<file path="src/rtl/si_pkg.sv">
// ----------------------------------------------------------------------------
// si_pkg: shared types and constants of the segment intersection block
// Field widths, register reset value, pipeline flag and result structs, and
// width helpers that every stage derives its datapath from.
// ----------------------------------------------------------------------------
`default_nettype none
package si_pkg;

	localparam int FIELD_W         = 32;
	localparam int MARGIN_W        = 16;
	localparam int COORD_WIDTH_DEF = 32;
	localparam int T_SHIFT         = 16;
	localparam int ONE_Q16         = 65536;
	localparam logic [MARGIN_W-1:0] MARGIN_RESET = 16'd1;

	// Control bits that ride along with every pair through the pipeline.
	typedef struct packed {
		logic valid;
		logic seg;
		logic miss;
		logic n_t0;
		logic n_t1;
		logic n_px;
		logic n_py;
	} flags_t;

	typedef struct packed {
		logic                      hit;
		logic signed [FIELD_W-1:0] t_ab;
		logic signed [FIELD_W-1:0] t_cd;
		logic signed [FIELD_W-1:0] ix;
		logic signed [FIELD_W-1:0] iy;
		logic                      saturated;
	} res_t;

	// Magnitude of a cross product of two coordinate differences.
	function automatic int magw(input int cw);
		return 2 * cw + 1;
	endfunction

	// Dividend for the parameters: 2*|n|*2^16 + |den|.
	function automatic int ntw(input int cw);
		return magw(cw) + T_SHIFT + 2;
	endfunction

	// Dividend for the point offsets: 2*|n*u| + |den|.
	function automatic int npw(input int cw);
		return magw(cw) + cw + 2;
	endfunction

	// Quotient bits kept; anything at or above 2^qw saturates the output that uses it.
	function automatic int qw(input int cw);
		return cw + 1;
	endfunction

endpackage
`default_nettype wire

</file>
<file path="src/rtl/si_back.sv">
// ----------------------------------------------------------------------------
// si_back: sign, window test and saturation
// Two stages: signed parameters, window test and point sums, then clamping
// to the coordinate range and zeroing of misses.
// ----------------------------------------------------------------------------
`default_nettype none
module si_back #(
	parameter int CW = 32
) (
	input  wire                         clk,
	input  wire                         arst_n,
	input  wire                         en,
	input  si_pkg::flags_t              flags,
	input  wire  [si_pkg::MARGIN_W-1:0] margin,
	input  wire  signed [CW-1:0]        ax,
	input  wire  signed [CW-1:0]        ay,
	input  wire  [si_pkg::qw(CW)-1:0]   q_t0,
	input  wire                         o_t0,
	input  wire  [si_pkg::qw(CW)-1:0]   q_t1,
	input  wire                         o_t1,
	input  wire  [si_pkg::qw(CW)-1:0]   q_px,
	input  wire                         o_px,
	input  wire  [si_pkg::qw(CW)-1:0]   q_py,
	input  wire                         o_py,
	output logic                        res_valid,
	output si_pkg::res_t                res
);
	import si_pkg::*;

	localparam int QW   = qw(CW);
	localparam int TW   = QW + 2;
	localparam int SW   = TW + 1;
	localparam int CMPW = (TW > 19) ? TW : 19;
	localparam logic signed [SW-1:0] MAXV = {{(SW-CW+1){1'b0}}, {(CW-1){1'b1}}};
	localparam logic signed [SW-1:0] MINV = {{(SW-CW+1){1'b1}}, {(CW-1){1'b0}}};

	// An overflowed quotient stands in as 2^QW, which saturates every use.
	function automatic logic signed [TW-1:0] sval(input logic [QW-1:0] q, input logic o,
		input logic n);
		logic [QW:0] m;
		m = o ? {1'b1, {QW{1'b0}}} : {1'b0, q};
		return n ? -TW'(m) : TW'(m);
	endfunction

	function automatic logic [CW:0] clamp(input logic signed [SW-1:0] x);
		if (x > MAXV) begin
			return {1'b1, MAXV[CW-1:0]};
		end else if (x < MINV) begin
			return {1'b1, MINV[CW-1:0]};
		end
		return {1'b0, x[CW-1:0]};
	endfunction

	logic signed [TW-1:0]   t0, t1, qx, qy;
	logic signed [CMPW-1:0] mg, lim, t0c, t1c;
	logic                   in_win;

	always_comb begin
		t0     = sval(q_t0, o_t0, flags.n_t0);
		t1     = sval(q_t1, o_t1, flags.n_t1);
		qx     = sval(q_px, o_px, flags.n_px);
		qy     = sval(q_py, o_py, flags.n_py);
		mg     = CMPW'(margin);
		lim    = CMPW'(ONE_Q16) - mg;
		t0c    = CMPW'(t0);
		t1c    = CMPW'(t1);
		// A margin above one half leaves no window at all.
		in_win = t0c >= mg && t0c <= lim && t1c >= mg && t1c <= lim;
	end

	logic                 v_s1, miss_s1, v_s2;
	logic signed [SW-1:0] t0_s1, t1_s1, sx_s1, sy_s1;
	res_t                 res_s2;
	logic [CW:0]          c0, c1, cx, cy;

	always_ff @(posedge clk or negedge arst_n) begin
		if (!arst_n) begin
			v_s1 <= 1'b0;
			v_s2 <= 1'b0;
		end else if (en) begin
			v_s1 <= flags.valid;
			v_s2 <= v_s1;
		end
	end

	always_comb begin
		c0 = clamp(t0_s1);
		c1 = clamp(t1_s1);
		cx = clamp(sx_s1);
		cy = clamp(sy_s1);
	end

	always_ff @(posedge clk) begin
		if (en) begin
			miss_s1 <= flags.miss || (flags.seg && !in_win);
			t0_s1   <= SW'(t0);
			t1_s1   <= SW'(t1);
			sx_s1   <= SW'(ax) + SW'(qx);
			sy_s1   <= SW'(ay) + SW'(qy);

			if (miss_s1) begin
				res_s2 <= '0;
			end else begin
				res_s2.hit       <= 1'b1;
				res_s2.t_ab      <= FIELD_W'($signed(c0[CW-1:0]));
				res_s2.t_cd      <= FIELD_W'($signed(c1[CW-1:0]));
				res_s2.ix        <= FIELD_W'($signed(cx[CW-1:0]));
				res_s2.iy        <= FIELD_W'($signed(cy[CW-1:0]));
				res_s2.saturated <= c0[CW] | c1[CW] | cx[CW] | cy[CW];
			end
		end
	end

	assign res_valid = v_s2;
	assign res       = res_s2;

endmodule
`default_nettype wire

</file>
<file path="config.mk">
export PLATFORM = sky130hd
export DESIGN_NAME = si_back
export DESIGN_NICKNAME = d
export VERILOG_FILES = /design/src/rtl/si_pkg.sv /design/src/rtl/si_back.sv
export SDC_FILE = /design/constraint.sdc
export NUM_CORES = 1
export LEC_CHECK = 0
export BUFFER_PORTS_ARGS = -buffer_cell sky130_fd_sc_hd__buf_2
export CAP_MARGIN = 20
export CORE_MARGIN = 1.5
export CORE_UTILIZATION = 35
export DETAILED_ROUTE_END_ITERATION = 6
export GPL_TIMING_DRIVEN = 0
export PLACE_DENSITY = 0.57
export SETUP_SLACK_MARGIN = 0.3
export SLEW_MARGIN = 15
export SYNTH_ARGS = -nofsm -noshare
export SYNTH_HDL_FRONTEND = slang
export SYNTH_SLANG_ARGS = --single-unit
</file>
<file path="constraint.sdc">
create_clock -name clk -period 1.6 [get_ports clk]
set_input_delay 0.32 -clock clk [delete_from_list [all_inputs] [get_ports clk]]
set_output_delay 0.32 -clock clk [all_outputs]
set_load 0.01 [all_outputs]
</file>
==> results by group <==
Yosys
  – Seq/Total Area, Yosys: 0.432
  – Synth Instances: between 1500 and 2000
  – Net Count, Synth: ~2300
  – EDFF count, synth: 273
  – Asr flop ratio synth: 0.00727
  – Post-Syn Area: ~19000 sq um
  – Yosys reg bits: 275
  – Yosys cell types: 75
  – Yosys warning count: 0
  – Post-synthesis area per instance: 10.1 sq um
  – Prevailing post-synth register cell: edfxtp_1

STA
  – Setup_tns: -120.97 ns
  – RSZ-0062 raised after global routing: true
  – Final hold viol count: 0
  – Final worst slack: -2.37 ns
  – Final setup fails: 117
  – Hold Slack: around 0.096 ns
  – Worst slew pin tran: 0.797 ns
  – Maximum clock frequency: 0.252 GHz
  – Tmin final: 3.97 ns
  – Final count of pins violating max slew: 0
  – Final Cycle Share: 2.48
  – Final setup skew: 0.0236 ns
  – Max-slew headroom: 0.468

CTS
  – Clk buf depth: 3
  – Worst-Skew Late Latency: 0.55 ns
  – CTS buffer count: 35
  – Clock sinks: 275
  – CTS Root Cell: clkbuf_16
  – H-tree levels: 2
  – CTS tree: built
  – CTS clk-pin slew, worst paths: 0.06 ns

Place
  – DP HPWL: approximately 50000 um
  – Number of port buffers: 352
  – Gpl congestion: around 0.94

Power and ir drop
  – Worst vdd ir: 0.573 mV
  – PwrDens: 885 nW/um^2
  – Leakage: about 0.011 uW

Drt
  – DRT antenna net count: 0
  – Detailed Route Iter0 Violations: between 1000 and 1500
  – Final WL: 66800 um
  – Vias per cell: about 5.6
  – Post-route DRC violation count: 0
  – Drt first pass iters: 6
  – Wirelength per Cell: between 20 and 25 um
  – Routed via count: 17800

Hold path
  – Worst min path class: primary input to async pin

Global route
  – Largest net degree at the start of global routing: 98
  – Total GRT Usage: 0.227
  – M2 GR Usage: 0.386
  – Grt met1 use: 0.278
  – Vias in the first global route: roughly 17000
  – Antenna violations before repair: 18
  – Met3 Usage GRT: 0.0582
  – Global route overflow: 0
  – First-pass GRT wire length: 99000 um
  – GRT busiest layer: met2

Die
  – Initial core utilization: 0.355
  – Core ar.: ~54000 sq um
  – Die Height: about 240 um
  – Die X: ~240 um
  – Ports: 357
  – Num rows: between 80 and 90
  – Die area: approximately 56000 sq um

Final layout
  – # nets final: 2822
  – Syn-to-layout area delta: 46.9%
  – Register area: 8250 sq um
  – Fillers: 4820
  – Multi-input logic area: 13100 sq um
  – Share of cells above drive strength 1: 0.423

Critical path
  – Cell family with the largest share of critical-path delay: simple AND/OR/NAND/NOR gates
  – Crit path max-delay cell type: or4_4
  – Worst Path Required: 1.88 ns
  – Startpoint types: primary input
  – Critical-path maximum fanout: 10
  – Buf/Inv on CP: 4
  – CP arrival: 4.25 ns
  – Critical Path Max Stage Delay: about 0.53 ns
  – CP cell instances: buf_2, clkinvlp_4, clkbuf_8, nand2_4, ha_4, inv_2, o21a_1, a311oi_4, ha_1, or4_1, o21ai_0, a311oi_1, or4_1, a21oi_1, a31oi_1, or4_4, nor4_4, o22ai_1
  – Crit. End Element: flop
  – CP Class: primary input to flop
  – Most frequent CP cell: or4_1

Run
  – # Max-Cap Violations: 0

Outcome
  – Status: finished with violations
  – Violated checks: setup timing
[sequential cells by signal (all words and copies together), names as in the netlist]
name and cells:
res 130, t0_s1 35, miss_s1 1, res_valid 1, sy_s1 36, t1_s1 35, v_s1 1, sx_s1 36
[area by class of cell]
cell class              instances  share of cell area
diodes                         12             0.00107
plain buffers                  77              0.0345
clock buffers                  42              0.0322
clock inverters                16             0.00522
inverters                      74              0.0104
multi-input cells            1471               0.468
flip-flops and latches        275               0.294
well taps                     696              0.0311
repair buffers                527               0.123
[worst reg2reg max path, stage by stage, from the launching register on]
cell      delay [ns]
edfxtp_1        0.41
nor3_2          0.25
nand2b_1        0.20
a221oi_1        0.34
a31oi_1         0.12
[path summary, 6_finish.rpt]
kind | cells past startpoint | start | slack, ns | end
hold / removal | 2 | arst_n | 0.1 | v_s1
hold reg to reg | 1 | res_valid | 0.51 | res_valid
setup reg to reg | 4 | t0_s1[31] | 0.02 | res[0]
setup / recovery | 18 | o_t1 | -2.37 | miss_s1
max in group asynchronous | 2 | arst_n | 1.41 | res_valid
min in group clk | 2 | ax[0] | 0.12 | sx_s1[0]
[Yosys cell counts (31+ instances only)]
| library cell | number | area share |
|---|---|---|
| a21oi_1 | 114 | 0.030 |
| nand2_1 | 88 | 0.017 |
| nor2_1 | 150 | 0.029 |
| a21o_1 | 31 | 0.012 |
| nor3_1 | 53 | 0.014 |
| xor2_1 | 57 | 0.026 |
| o31ai_1 | 35 | 0.014 |
| ha_1 | 133 | 0.087 |
| o21a_1 | 136 | 0.053 |
| xnor2_1 | 84 | 0.039 |
| nor2b_1 | 50 | 0.016 |
| inv_1 | 74 | 0.015 |
| nand3_1 | 36 | 0.0094 |
| edfxtp_1 | 273 | 0.43 |
| nand2b_1 | 35 | 0.011 |
| o21ai_0 | 96 | 0.025 |
| clkbuf_1 | 71 | 0.014 |
[routing by layer]
layer	share of wire	vias to the layer above	wire, um
met3	0.076	124	5070
met5	0.00087	-	58
met1	0.41	8588	27300
met2	0.48	599	32200
li1	-	8460	-
met4	0.034	12	2240
[stage by stage]
step	instances	total power, uW	cell area [sq um]	worst slack [ns]	utilization
3_3_place_gp	2945	15500	23100	-3.84	0.430
2_1_floorplan	1897	13400	20500	-2.70	-
6_report	3190	24800	28000	-2.37	0.521
3_5_place_dp	2947	15600	23200	-3.50	0.431
4_1_cts	3123	24400	26700	-2.41	0.496
5_1_grt	3184	26000	28000	-2.47	0.521
[cells in the final DEF (no fill, tap or decap), types with 17 or more instances in the layout]
master / n
a21oi_1: 62
o21ai_2: 27
buf_4: 115
buf_2: 345
inv_1: 68
o21a_1: 136
nand4_1: 18
buf_6: 56
nand2_1: 71
a21o_1: 31
xor2_1: 55
a31oi_1: 17
nor3_1: 34
o21ai_1: 26
nor2b_1: 46
clkbuf_8: 20
nand3_1: 29
edfxtp_1: 273
nor2_1: 124
ha_4: 18
ha_1: 109
xnor2_1: 67
o21ai_0: 34
a21oi_2: 41
nand2b_1: 22
o31ai_1: 20
clkbuf_16: 53
[cells by family (layout without fill, tap and decap cells)]
group | Yosys count | after routing | share of synthesized area
buffers and inverters | 151 | 736 | 0.0297
AND/OR/NAND/NOR | 573 | 573 | 0.158
other | 0 | 12 | 0
AO/OA/AOI/OAI | 610 | 610 | 0.219
flip-flops | 275 | 275 | 0.432
XOR/XNOR | 141 | 141 | 0.0647
adder cells (fa/ha/maj) | 137 | 137 | 0.0903
multiplexers | 10 | 10 | 0.00557
[power breakdown]
| part | switching (uW) | internal [uW] | total, uW |
|---|---|---|---|
| combinational | 4340 | 3670 | 8010 |
| sequential | 299 | 9080 | 9380 |
| clock | 3060 | 4350 | 7420 |
[repair_timing]
| action | CTS | global route |
|---|---|---|
| endpoints found under the hold margin | 3 | 0 |
| resized for setup | 332 | 174 |
| gates cloned | 5 | 0 |
| hold buffers | 2 | 0 |
| buffers inserted | 111 | 55 |
| endpoints found under the setup margin | 385 | 495 |
| pin swaps | 149 | 129 |
Power figures use the tool's default switching activity.
